[config.mk]
export PLATFORM = sky130hd
export DESIGN_NAME = rhythmic_pattern_gate
export DESIGN_NICKNAME = d
export VERILOG_FILES = /design/src/rpg_pkg.sv /design/src/rhythmic_pattern_gate.sv /design/src/rpg_front.sv /design/src/rpg_queue.sv /design/src/rpg_back.sv
export SDC_FILE = /design/constraint.sdc
export NUM_CORES = 2
export LEC_CHECK = 0
export ABC_AREA = 1
export BUFFER_PORTS_ARGS = -buffer_cell sky130_fd_sc_hd__buf_2
export CAP_MARGIN = 20
export CORE_MARGIN = 2
export CORE_UTILIZATION = 35
export DETAILED_ROUTE_END_ITERATION = 12
export SLEW_MARGIN = 15
export SYNTH_ARGS = -nofsm -noshare
export SYNTH_HDL_FRONTEND = slang
export SYNTH_SLANG_ARGS = --single-unit
[constraint.sdc]
create_clock -name i_clk -period 6.3 [get_ports i_clk]
set_input_delay 0.315 -clock i_clk [delete_from_list [all_inputs] [get_ports i_clk]]
set_output_delay 0.315 -clock i_clk [all_outputs]
set_load 0.02 [all_outputs]
[src/rpg_pkg.sv]
`default_nettype none

package rpg_pkg;

    // fixed point layout of the phase fraction and the gain
    localparam int PHASE_FRAC_BITS = 24;
    localparam int PATTERN_COUNT   = 32;
    localparam int ROM_IDX_W       = 5;
    localparam int MASK_W          = 16;
    localparam int STEP_IDX_W      = 5;
    localparam int GAIN_W          = 17;
    localparam logic [GAIN_W-1:0] GAIN_ONE = 17'h10000;

    // register widths
    localparam int SEL_W   = 6;
    localparam int INC_W   = 24;
    localparam int START_W = 24;
    localparam int SCALE_W = 18;
    localparam int CFG_DATA_W = 24;

    // fade product and its Q1.16 view
    localparam int FADE_PROD_W  = PHASE_FRAC_BITS + SCALE_W;
    localparam int FADE_SHIFT   = PHASE_FRAC_BITS - 8;
    localparam int FADE_T_RAW_W = FADE_PROD_W - FADE_SHIFT;

    typedef enum logic [1:0] {
        CFG_PATTERN = 2'd0,
        CFG_INC     = 2'd1,
        CFG_START   = 2'd2,
        CFG_SCALE   = 2'd3
    } t_cfg_index;

    typedef struct packed {
        logic [SEL_W-1:0]   pattern_select;
        logic [INC_W-1:0]   phase_increment;
        logic [START_W-1:0] crossfade_start;
        logic [SCALE_W-1:0] crossfade_scale;
    } t_cfg;

    // per-frame gate decision from the front part
    typedef struct packed {
        logic                       bypass;
        logic                       cur;
        logic                       nxt;
        logic                       fade;
        logic [PHASE_FRAC_BITS-1:0] diff;
    } t_gate_ctl;

    // gate mask table
    function automatic logic [MASK_W-1:0] gate_mask(input logic [ROM_IDX_W-1:0] idx);
        logic [MASK_W-1:0] m;
        case (idx)
            5'd0:  m = 16'hFFFF;
            5'd1:  m = 16'h5555;
            5'd2:  m = 16'hAAAA;
            5'd3:  m = 16'h1111;
            5'd4:  m = 16'h0101;
            5'd5:  m = 16'h0001;
            5'd6:  m = 16'hCCCC;
            5'd7:  m = 16'h3333;
            5'd8:  m = 16'hEEEE;
            5'd9:  m = 16'h7777;
            5'd10: m = 16'hDDDD;
            5'd11: m = 16'hBBBB;
            5'd12: m = 16'h6666;
            5'd13: m = 16'h9999;
            5'd14: m = 16'hFF00;
            5'd15: m = 16'h00FF;
            5'd16: m = 16'hF0F0;
            5'd17: m = 16'h0F0F;
            5'd18: m = 16'h111F;
            5'd19: m = 16'hF111;
            5'd20: m = 16'h888F;
            5'd21: m = 16'hB6DB;
            5'd22: m = 16'h8421;
            5'd23: m = 16'h8001;
            5'd24: m = 16'hC003;
            5'd25: m = 16'h3C3C;
            5'd26: m = 16'h0FF0;
            5'd27: m = 16'hF00F;
            5'd28: m = 16'hAA55;
            5'd29: m = 16'h55AA;
            5'd30: m = 16'h9249;
            5'd31: m = 16'h2492;
            default: m = '0;
        endcase
        return m;
    endfunction

    // open bit of one step; steps past the mask are closed
    function automatic logic mask_bit(input logic [MASK_W-1:0] mask,
                                      input logic [STEP_IDX_W-1:0] step);
        logic b;
        if (step < STEP_IDX_W'(MASK_W)) begin
            b = mask[step[3:0]];
        end else begin
            b = 1'b0;
        end
        return b;
    endfunction

endpackage

`default_nettype wire

[src/rhythmic_pattern_gate.sv]
`default_nettype none

// Sixteen-step rhythmic gate for a stereo stream. One frame (one beat, left in the
// low half of tdata, right above it) gives one gated frame. A phase accumulator
// advances by phase_increment per frame and wraps at STEPS_PER_BAR steps; the
// pattern register picks a 16-bit open/closed mask, and near the end of a step
// the gain fades linearly toward the next step's bit. Pattern 0 passes audio
// through and freezes the phase. The block sustains one frame per clock while
// the output is not held off; the phase add with its wrap is the only loop. On
// its way from input beat to output beat a frame passes the front stage that
// updates the phase, the four-entry queue and the back pipeline stages (fade
// product, gain, sample multiply). The queue
// lets the front keep accepting while the output side is held off. Configuration
// writes are taken every cycle and should be made only with the block drained.
module rhythmic_pattern_gate #(
    parameter int STEPS_PER_BAR = 16,
    parameter int SAMPLE_BITS   = 24
) (
    input  wire logic                   i_clk,
    input  wire logic                   i_rst_n,
    // configuration write channel
    input  wire logic                   i_cfg_valid,
    output logic                        o_cfg_ready,
    input  wire logic [1:0]             i_cfg_index,
    input  wire logic [rpg_pkg::CFG_DATA_W-1:0] i_cfg_data,
    // input stream
    input  wire logic                   s_axis_tvalid,
    output logic                        s_axis_tready,
    // tdata: left_in, right_in, zero padding
    input  wire logic [((2*SAMPLE_BITS+7)/8)*8-1:0] s_axis_tdata,
    // output stream
    output logic                        m_axis_tvalid,
    input  wire logic                   m_axis_tready,
    // tdata: left_out, right_out, zero padding
    output logic [((2*SAMPLE_BITS+7)/8)*8-1:0] m_axis_tdata
);
    import rpg_pkg::*;

    localparam int PAIR_W  = 2 * SAMPLE_BITS;
    localparam int TDATA_W = ((PAIR_W + 7) / 8) * 8;
    localparam int ENTRY_W = $bits(t_gate_ctl) + PAIR_W;
    localparam int QUEUE_DEPTH = 4;

    t_cfg               r_cfg;
    t_gate_ctl          front_ctl;
    t_gate_ctl          back_ctl;
    logic [PAIR_W-1:0]  front_samples;
    logic [PAIR_W-1:0]  back_samples;
    logic [PAIR_W-1:0]  out_samples;
    logic               q_wr;
    logic               q_rd;
    logic               q_full;
    logic               q_empty;

    assign o_cfg_ready = 1'b1;

    // configuration registers
    always_ff @(posedge i_clk) begin
        if (!i_rst_n) begin
            r_cfg.pattern_select  <= SEL_W'(0);
            r_cfg.phase_increment <= INC_W'(2796);
            r_cfg.crossfade_start <= START_W'(16553632);
            r_cfg.crossfade_scale <= SCALE_W'(32000);
        end else if (i_cfg_valid) begin
            case (t_cfg_index'(i_cfg_index))
                CFG_PATTERN: r_cfg.pattern_select  <= i_cfg_data[SEL_W-1:0];
                CFG_INC:     r_cfg.phase_increment <= i_cfg_data[INC_W-1:0];
                CFG_START:   r_cfg.crossfade_start <= i_cfg_data[START_W-1:0];
                CFG_SCALE:   r_cfg.crossfade_scale <= i_cfg_data[SCALE_W-1:0];
                default:     r_cfg <= r_cfg;
            endcase
        end
    end

    rpg_front #(
        .STEPS_PER_BAR (STEPS_PER_BAR),
        .SAMPLE_BITS   (SAMPLE_BITS)
    ) u_front (
        .i_clk     (i_clk),
        .i_rst_n   (i_rst_n),
        .i_cfg     (r_cfg),
        .i_valid   (s_axis_tvalid),
        .o_ready   (s_axis_tready),
        .i_samples (s_axis_tdata[PAIR_W-1:0]),
        .o_q_wr    (q_wr),
        .i_q_full  (q_full),
        .o_ctl     (front_ctl),
        .o_samples (front_samples)
    );

    rpg_queue #(
        .WIDTH (ENTRY_W),
        .DEPTH (QUEUE_DEPTH)
    ) u_queue (
        .i_clk   (i_clk),
        .i_rst_n (i_rst_n),
        .i_wr    (q_wr),
        .i_data  ({front_ctl, front_samples}),
        .o_full  (q_full),
        .i_rd    (q_rd),
        .o_empty (q_empty),
        .o_data  ({back_ctl, back_samples})
    );

    rpg_back #(
        .SAMPLE_BITS (SAMPLE_BITS)
    ) u_back (
        .i_clk     (i_clk),
        .i_rst_n   (i_rst_n),
        .i_cfg     (r_cfg),
        .i_q_empty (q_empty),
        .o_q_rd    (q_rd),
        .i_ctl     (back_ctl),
        .i_samples (back_samples),
        .o_valid   (m_axis_tvalid),
        .i_ready   (m_axis_tready),
        .o_samples (out_samples)
    );

    assign m_axis_tdata = TDATA_W'(out_samples);

endmodule

`default_nettype wire

[src/rpg_front.sv]
`default_nettype none

module rpg_front #(
    parameter int STEPS_PER_BAR = 16,
    parameter int SAMPLE_BITS   = 24
) (
    input  wire logic                       i_clk,
    input  wire logic                       i_rst_n,
    input  wire rpg_pkg::t_cfg              i_cfg,
    input  wire logic                       i_valid,
    output logic                            o_ready,
    input  wire logic [2*SAMPLE_BITS-1:0]   i_samples,
    output logic                            o_q_wr,
    input  wire logic                       i_q_full,
    output rpg_pkg::t_gate_ctl              o_ctl,
    output logic [2*SAMPLE_BITS-1:0]        o_samples
);
    import rpg_pkg::*;

    localparam int STEP_W  = $clog2(STEPS_PER_BAR);
    localparam int PHASE_W = STEP_W + PHASE_FRAC_BITS;
    localparam logic [PHASE_W:0] MODULUS = (PHASE_W+1)'(STEPS_PER_BAR) << PHASE_FRAC_BITS;
    localparam logic [STEP_W-1:0] LAST_STEP = STEP_W'(STEPS_PER_BAR - 1);

    logic [PHASE_W-1:0]       r_phase;
    logic [PHASE_W-1:0]       r_snap;
    logic                     r_valid;
    logic                     r_bypass;
    logic [MASK_W-1:0]        r_mask;
    logic [2*SAMPLE_BITS-1:0] r_samples;

    logic                     accept;
    logic [PHASE_W:0]         phase_sum;
    logic [PHASE_W-1:0]       phase_wrap;
    logic [SEL_W-1:0]         sel_sat;
    logic [ROM_IDX_W-1:0]     rom_idx;
    logic [STEP_W-1:0]        step;
    logic [STEP_W-1:0]        step_next;
    logic [PHASE_FRAC_BITS-1:0] frac;

    assign o_ready = !r_valid || !i_q_full;
    assign accept  = i_valid && o_ready;

    // phase advance with a single wrap at the bar length
    always_comb begin
        phase_sum = {1'b0, r_phase} + (PHASE_W+1)'(i_cfg.phase_increment);
        if (phase_sum >= MODULUS) begin
            phase_wrap = PHASE_W'(phase_sum - MODULUS);
        end else begin
            phase_wrap = phase_sum[PHASE_W-1:0];
        end
    end

    // pattern number saturates at the table size
    always_comb begin
        if (i_cfg.pattern_select > SEL_W'(PATTERN_COUNT)) begin
            sel_sat = SEL_W'(PATTERN_COUNT);
        end else begin
            sel_sat = i_cfg.pattern_select;
        end
        rom_idx = ROM_IDX_W'(sel_sat - SEL_W'(1));
    end

    // phase state and accepted beat
    always_ff @(posedge i_clk) begin
        if (!i_rst_n) begin
            r_phase <= '0;
            r_valid <= 1'b0;
        end else begin
            if (accept) begin
                r_valid <= 1'b1;
                if (i_cfg.pattern_select != '0) begin
                    r_phase <= phase_wrap;
                end
            end else if (o_q_wr) begin
                r_valid <= 1'b0;
            end
        end
    end

    always_ff @(posedge i_clk) begin
        if (accept) begin
            r_snap    <= phase_wrap;
            r_bypass  <= (i_cfg.pattern_select == '0);
            r_mask    <= gate_mask(rom_idx);
            r_samples <= i_samples;
        end
    end

    // classify the step: current and next open bits, fade region
    always_comb begin
        step      = r_snap[PHASE_W-1 -: STEP_W];
        frac      = r_snap[PHASE_FRAC_BITS-1:0];
        step_next = (step == LAST_STEP) ? '0 : step + STEP_W'(1);
        o_ctl.bypass = r_bypass;
        o_ctl.cur    = mask_bit(r_mask, STEP_IDX_W'(step));
        o_ctl.nxt    = mask_bit(r_mask, STEP_IDX_W'(step_next));
        o_ctl.fade   = (frac >= i_cfg.crossfade_start);
        o_ctl.diff   = frac - i_cfg.crossfade_start;
    end

    assign o_q_wr    = r_valid && !i_q_full;
    assign o_samples = r_samples;

endmodule

`default_nettype wire

[src/rpg_queue.sv]
`default_nettype none

module rpg_queue #(
    parameter int WIDTH = 8,
    parameter int DEPTH = 4
) (
    input  wire logic             i_clk,
    input  wire logic             i_rst_n,
    input  wire logic             i_wr,
    input  wire logic [WIDTH-1:0] i_data,
    output logic                  o_full,
    input  wire logic             i_rd,
    output logic                  o_empty,
    output logic [WIDTH-1:0]      o_data
);
    localparam int PTR_W = $clog2(DEPTH);

    logic [WIDTH-1:0] r_slot [DEPTH];
    logic [PTR_W-1:0] r_wr_ptr;
    logic [PTR_W-1:0] r_rd_ptr;
    logic [PTR_W:0]   r_count;

    assign o_full  = (r_count == (PTR_W+1)'(DEPTH));
    assign o_empty = (r_count == '0);
    assign o_data  = r_slot[r_rd_ptr];

    // pointers and fill count
    always_ff @(posedge i_clk) begin
        if (!i_rst_n) begin
            r_wr_ptr <= '0;
            r_rd_ptr <= '0;
            r_count  <= '0;
        end else begin
            if (i_wr) begin
                r_wr_ptr <= (r_wr_ptr == PTR_W'(DEPTH - 1)) ? '0 : r_wr_ptr + PTR_W'(1);
            end
            if (i_rd) begin
                r_rd_ptr <= (r_rd_ptr == PTR_W'(DEPTH - 1)) ? '0 : r_rd_ptr + PTR_W'(1);
            end
            case ({i_wr, i_rd})
                2'b10:   r_count <= r_count + (PTR_W+1)'(1);
                2'b01:   r_count <= r_count - (PTR_W+1)'(1);
                default: r_count <= r_count;
            endcase
        end
    end

    // entry storage
    always_ff @(posedge i_clk) begin
        if (i_wr) begin
            r_slot[r_wr_ptr] <= i_data;
        end
    end

endmodule

`default_nettype wire

[src/rpg_back.sv]
`default_nettype none

module rpg_back #(
    parameter int SAMPLE_BITS = 24
) (
    input  wire logic                     i_clk,
    input  wire logic                     i_rst_n,
    input  wire rpg_pkg::t_cfg            i_cfg,
    input  wire logic                     i_q_empty,
    output logic                          o_q_rd,
    input  wire rpg_pkg::t_gate_ctl       i_ctl,
    input  wire logic [2*SAMPLE_BITS-1:0] i_samples,
    output logic                          o_valid,
    input  wire logic                     i_ready,
    output logic [2*SAMPLE_BITS-1:0]      o_samples
);
    import rpg_pkg::*;

    localparam int MUL_W = SAMPLE_BITS + GAIN_W;

    // stage a: fade product
    logic                     r_a_valid;
    t_gate_ctl                r_a_ctl;
    logic [FADE_PROD_W-1:0]   r_a_prod;
    logic [2*SAMPLE_BITS-1:0] r_a_samples;
    // stage b: gain and sample magnitudes
    logic                     r_b_valid;
    logic [GAIN_W-1:0]        r_b_gain;
    logic                     r_b_sign_l;
    logic                     r_b_sign_r;
    logic [SAMPLE_BITS-1:0]   r_b_mag_l;
    logic [SAMPLE_BITS-1:0]   r_b_mag_r;
    // stage c: output register
    logic                     r_c_valid;
    logic [SAMPLE_BITS-1:0]   r_c_left;
    logic [SAMPLE_BITS-1:0]   r_c_right;

    logic                     a_ready;
    logic                     b_ready;
    logic                     c_ready;
    logic [FADE_T_RAW_W-1:0]  t_raw;
    logic [GAIN_W-1:0]        t_sat;
    logic [GAIN_W-1:0]        n_gain;
    logic [SAMPLE_BITS-1:0]   s_left;
    logic [SAMPLE_BITS-1:0]   s_right;
    logic [MUL_W-1:0]         prod_l;
    logic [MUL_W-1:0]         prod_r;
    logic [SAMPLE_BITS:0]     q_l;
    logic [SAMPLE_BITS:0]     q_r;

    assign c_ready = !r_c_valid || i_ready;
    assign b_ready = !r_b_valid || c_ready;
    assign a_ready = !r_a_valid || b_ready;
    assign o_q_rd  = !i_q_empty && a_ready;

    // stage valid flags
    always_ff @(posedge i_clk) begin
        if (!i_rst_n) begin
            r_a_valid <= 1'b0;
            r_b_valid <= 1'b0;
            r_c_valid <= 1'b0;
        end else begin
            if (a_ready) begin
                r_a_valid <= o_q_rd;
            end
            if (b_ready) begin
                r_b_valid <= r_a_valid;
            end
            if (c_ready) begin
                r_c_valid <= r_b_valid;
            end
        end
    end

    // stage a payload
    always_ff @(posedge i_clk) begin
        if (o_q_rd) begin
            r_a_ctl     <= i_ctl;
            r_a_prod    <= FADE_PROD_W'(i_ctl.diff) * FADE_PROD_W'(i_cfg.crossfade_scale);
            r_a_samples <= i_samples;
        end
    end

    // fade amount in Q1.16, saturated at one, then the blended gain
    always_comb begin
        t_raw = r_a_prod[FADE_PROD_W-1:FADE_SHIFT];
        if (t_raw > FADE_T_RAW_W'(GAIN_ONE)) begin
            t_sat = GAIN_ONE;
        end else begin
            t_sat = t_raw[GAIN_W-1:0];
        end
        if (r_a_ctl.bypass) begin
            n_gain = GAIN_ONE;
        end else if (!r_a_ctl.fade) begin
            n_gain = r_a_ctl.cur ? GAIN_ONE : '0;
        end else begin
            n_gain = (r_a_ctl.cur ? GAIN_ONE - t_sat : '0) + (r_a_ctl.nxt ? t_sat : '0);
        end
        s_left  = r_a_samples[SAMPLE_BITS-1:0];
        s_right = r_a_samples[2*SAMPLE_BITS-1:SAMPLE_BITS];
    end

    // stage b payload
    always_ff @(posedge i_clk) begin
        if (b_ready && r_a_valid) begin
            r_b_gain   <= n_gain;
            r_b_sign_l <= s_left[SAMPLE_BITS-1];
            r_b_sign_r <= s_right[SAMPLE_BITS-1];
            r_b_mag_l  <= s_left[SAMPLE_BITS-1] ? -s_left : s_left;
            r_b_mag_r  <= s_right[SAMPLE_BITS-1] ? -s_right : s_right;
        end
    end

    // magnitude times gain, truncated, sign restored
    always_comb begin
        prod_l = MUL_W'(r_b_mag_l) * MUL_W'(r_b_gain);
        prod_r = MUL_W'(r_b_mag_r) * MUL_W'(r_b_gain);
        q_l    = prod_l[MUL_W-1:16];
        q_r    = prod_r[MUL_W-1:16];
    end

    always_ff @(posedge i_clk) begin
        if (c_ready && r_b_valid) begin
            r_c_left  <= r_b_sign_l ? SAMPLE_BITS'(-q_l) : q_l[SAMPLE_BITS-1:0];
            r_c_right <= r_b_sign_r ? SAMPLE_BITS'(-q_r) : q_r[SAMPLE_BITS-1:0];
        end
    end

    assign o_valid   = r_c_valid;
    assign o_samples = {r_c_right, r_c_left};

endmodule

`default_nettype wire

==> impl_metrics.env <==
export IMPL_outcome="complete, but fails checks"
export IMPL_violations="setup timing"
export IMPL_die_h_microns=458
export IMPL_cts_root_buf="clkbuf_16"
export IMPL_multiInputGateArea_sq_um=46900
export IMPL_syn_num_nets=9963
export IMPL_async_flop_share_pct=0
export IMPL_grt_start_max_net_pins=69
export IMPL_cp_start_kind="flip-flop"
export IMPL_place_area_sq_um=80500
export IMPL_dp_hpwl_mm=159
export IMPL_synth_adder_area_share_pct=35.2
export IMPL_synthFlopType="edfxtp_1"
export IMPL_nNetsFinal=10700
export IMPL_fin_area_sq_um=89300
export IMPL_seq_area_frac_synth_pct=27.7
export IMPL_dp_slack_ns=-0.333
export IMPL_crit_path_end_kind="flip-flop"
export IMPL_slowest_delay_ns=0.52
export IMPL_min_path_cells=3
export IMPL_first_pass_iters=5
export IMPL_numCtsBuffers=79
export IMPL_antenna_found_initial=1
export IMPL_relSlewSlack_pct=19.2
export IMPL_worst_r2r_setup_slack_ns=-0.03
export IMPL_avgSynthCellArea_sq_um=8.51
export IMPL_slew_viol_final=0
export IMPL_start_util_pct=35.2
export IMPL_synth_edff_count=590
export IMPL_post_drt_wl_per_cell_microns=17.0
export IMPL_r2r_end="u_back.r_c_left[19]"
export IMPL_critPathSlowestCell="fa_1"
export IMPL_grt_usage_pct=18.9
export IMPL_gp_congestion=0.928
export IMPL_ys_seq_elements=703
export IMPL_ios=130
export IMPL_fin_crit_sh_pct=100
export IMPL_drc=0
export IMPL_synth_xor_area_share_pct=2.04
export IMPL_num_vias=57500
export IMPL_synth_simple_area_share_pct=17.1
export IMPL_finalClockSkew_ns=0.0337
export IMPL_synth_cells=8464
export IMPL_viasPerCell=4.80
export IMPL_fmax_mhz=158
export IMPL_cts_tree="yes"
export IMPL_port_buffers=128
export IMPL_cpLargestDelayFamily="adder cells"
export IMPL_die_w_microns=458
export IMPL_cp_startpoint="u_back.r_b_gain[7]"
export IMPL_muxShareOfSynthArea_pct=0
export IMPL_synth_compound_area_share_pct=6.14
export IMPL_cp_common_cell="inv_2"
export IMPL_grt_pass1_wl_mm=317
export IMPL_timing_max_cap_violations=0
export IMPL_clkTransAtPathRegs_ns=0.08
export IMPL_worst_pin_slew_ns=1.21
export IMPL_grt_pass1_vias=59100
export IMPL_clockBufferDepth=3
export IMPL_die_area_sq_um=209000
export IMPL_setup_violations_final=7
export IMPL_hold_viol=0
export IMPL_area_sequential_sq_um=20000
export IMPL_antenna_left=0
export IMPL_yosysUniqueCellTypes=55
export IMPL_coreArea_sq_um=205000
export IMPL_hold_path_end="u_front.r_valid"
export IMPL_drt_iter0_drc=3894
export IMPL_critPathRequiredTime_ns=6.74
export IMPL_critPathArrivalTime_ns=6.77
export IMPL_grt_overflow=0
export IMPL_cp_max_fo=7
export IMPL_drive_gt1_share_pct=20.0
export IMPL_num_rows=166
export IMPL_insertion_delay_ns=0.71
export IMPL_synth_top_family_by_area="adder cells"
export IMPL_ff2ff_path_depth=33
export IMPL_hold_path_class="in2reg"
export IMPL_regToRegStartpoint="u_back.r_b_gain[7]"
export IMPL_syn_to_final_growth_pct=24.0
export IMPL_rsz0062_at_grt="yes"
export IMPL_path_class="reg2reg"
export IMPL_min_from="s_axis_tvalid"
export IMPL_wirelength_mm=204
export IMPL_timing_final_ws_setup_ns=-0.0291
export IMPL_min_period_ns=6.33
export IMPL_netlist_area_sq_um=72000
export IMPL_clkSinkCount=703
export IMPL_path_buf_inv=12
export IMPL_yosysWarnings=0
export IMPL_h_tree_depth=3
export IMPL_num_fill_cells=19600
[state kept, by name, summed over array words and instances, names as in the netlist, 26 cells and up, named ones only]
name                cells
u_queue.r_slot        304
r_cfg                  72
u_back.r_a_samples     48
u_front.o_samples      48
u_front.r_phase        28
u_front.r_snap         28
u_back.r_a_prod        26
[stage by stage]
step                      hold slack, ns  std cells  utilization [%]  TNS, ns
after CTS                        0.00271      11800             41.4   -0.147
after global routing              0.0779      12000             43.6    -8.27
after detailed placement           0.453      11600             39.4    -9.16
after floorplan                    0.414       8464                -        0
final                             0.0513      12000             43.6   -0.160
after global placement             0.444      11600             39.4    -4.90
[worst register-to-register path: cells and delay by family, from the launching register on]
| family | cells | cell delay [ns] |
|---|---|---|
| adder cells (fa/ha/maj) | 7 | 3.34 |
| AND/OR/NAND/NOR | 14 | 1.23 |
| flip-flops | 1 | 0.42 |
| buffers and inverters | 12 | 1.10 |
[layer usage]
layer | part of all wire, % | global-route usage (%)
met5 | 0 | 0
met4 | 3.7 | 6.19
met3 | 4.9 | 2.13
met2 | 50 | 33.4
met1 | 42 | 24.0
[timing repair]
action | CTS | global route
pin swaps | 12 | 311
cloned | 1 | 16
setup buffers | 23 | 120
endpoints found under the setup margin | 57 | 70
hold buffers | 73 | 0
endpoints found under the hold margin | 111 | 0
resized for setup | 156 | 895
[synthesized netlist by cell type (5+ instances only)]
master       n  area (sq um)
nand2_1   2091          7850
inv_1     1907          7160
fa_1      1006         20100
nor2_1     650          2440
edfxtp_1   590         17700
ha_1       414          5180
o21ai_0    341          1710
clkbuf_1   290          1090
a21oi_1    274          1370
nand3_1    203          1020
dfxtp_1    113          2260
xor2_1     109           955
xnor2_1     57           499
o22ai_1     53           332
nor3_1      47           235
nand4_1     39           244
buf_1       36           135
o21bai_1    24           180
o211ai_1    20           150
o21ai_1     19          95.1
nor4_1      15          93.8
nand2_2     14          87.6
nor2_2      14          87.6
a31oi_1     12          75.1
a21o_1      11          82.6
inv_2       11          41.3
a21boi_0    10          75.1
clkinv_1    10          37.5
nand3b_1    10          75.1
o21a_1       9          67.6
o31ai_1      7          52.6
buf_2        6          30.0
nor3_2       6          60.1
o21ai_2      5          43.8
[logic make-up after synthesis]
family                   count (synthesis)
AO/OA/AOI/OAI                          807
buffers and inverters                 2262
flip-flops                             703
adder cells (fa/ha/maj)               1420
XOR/XNOR                               167
AND/OR/NAND/NOR                       3104
other                                    1
[placed cells by master (no fill, tap or decap), types with 14 or more instances in the layout]
cell type,count
nand4_1,39
nand2_2,185
a21oi_2,56
dfxtp_1,111
clkbuf_1,16
o22ai_1,53
ha_4,55
xnor2_1,54
o211ai_1,20
a21oi_4,16
o21ai_2,18
xor2_1,101
dlygate4sd3_1,73
nor2_1,565
a21oi_1,204
nor2_2,42
buf_2,128
clkbuf_16,93
fa_1,973
inv_1,1774
nor3_2,14
clkinv_1,17
nor3_1,35
buf_6,70
nor2_4,58
nand2_1,1847
buf_12,85
nand2_4,73
buf_4,633
nand3_2,45
fa_2,33
edfxtp_1,590
nand3_1,155
ha_1,355
o21ai_0,315
o21bai_1,15
inv_2,133
o21ai_1,28
[worst max path at each step]
stage                            to  cells after the start
5_1_grt         u_back.r_c_left[19]                     34
3_5_place_dp    u_back.r_c_left[16]                     30
3_3_place_gp    u_back.r_c_left[16]                     30
2_1_floorplan   u_back.r_a_prod[41]                     31
6_report        u_back.r_c_left[19]                     33
4_1_cts        u_back.r_c_right[21]                     33
[final cells by class]
type,instances,share of cell area [%]
multi-input combinational,5499,52.5
inverter,1928,8.16
sequential,703,22.4
timing repair inverter,1,0.0126
clock buffer,99,2.36
tap,2688,3.77
clock inverter,42,0.575
timing repair buffer,1014,10.3
antenna,1,0.00280
Power is left out: the tool's default activity adds up to more than one toggle a clock period on the data nets, which glitch-free logic cannot reach.
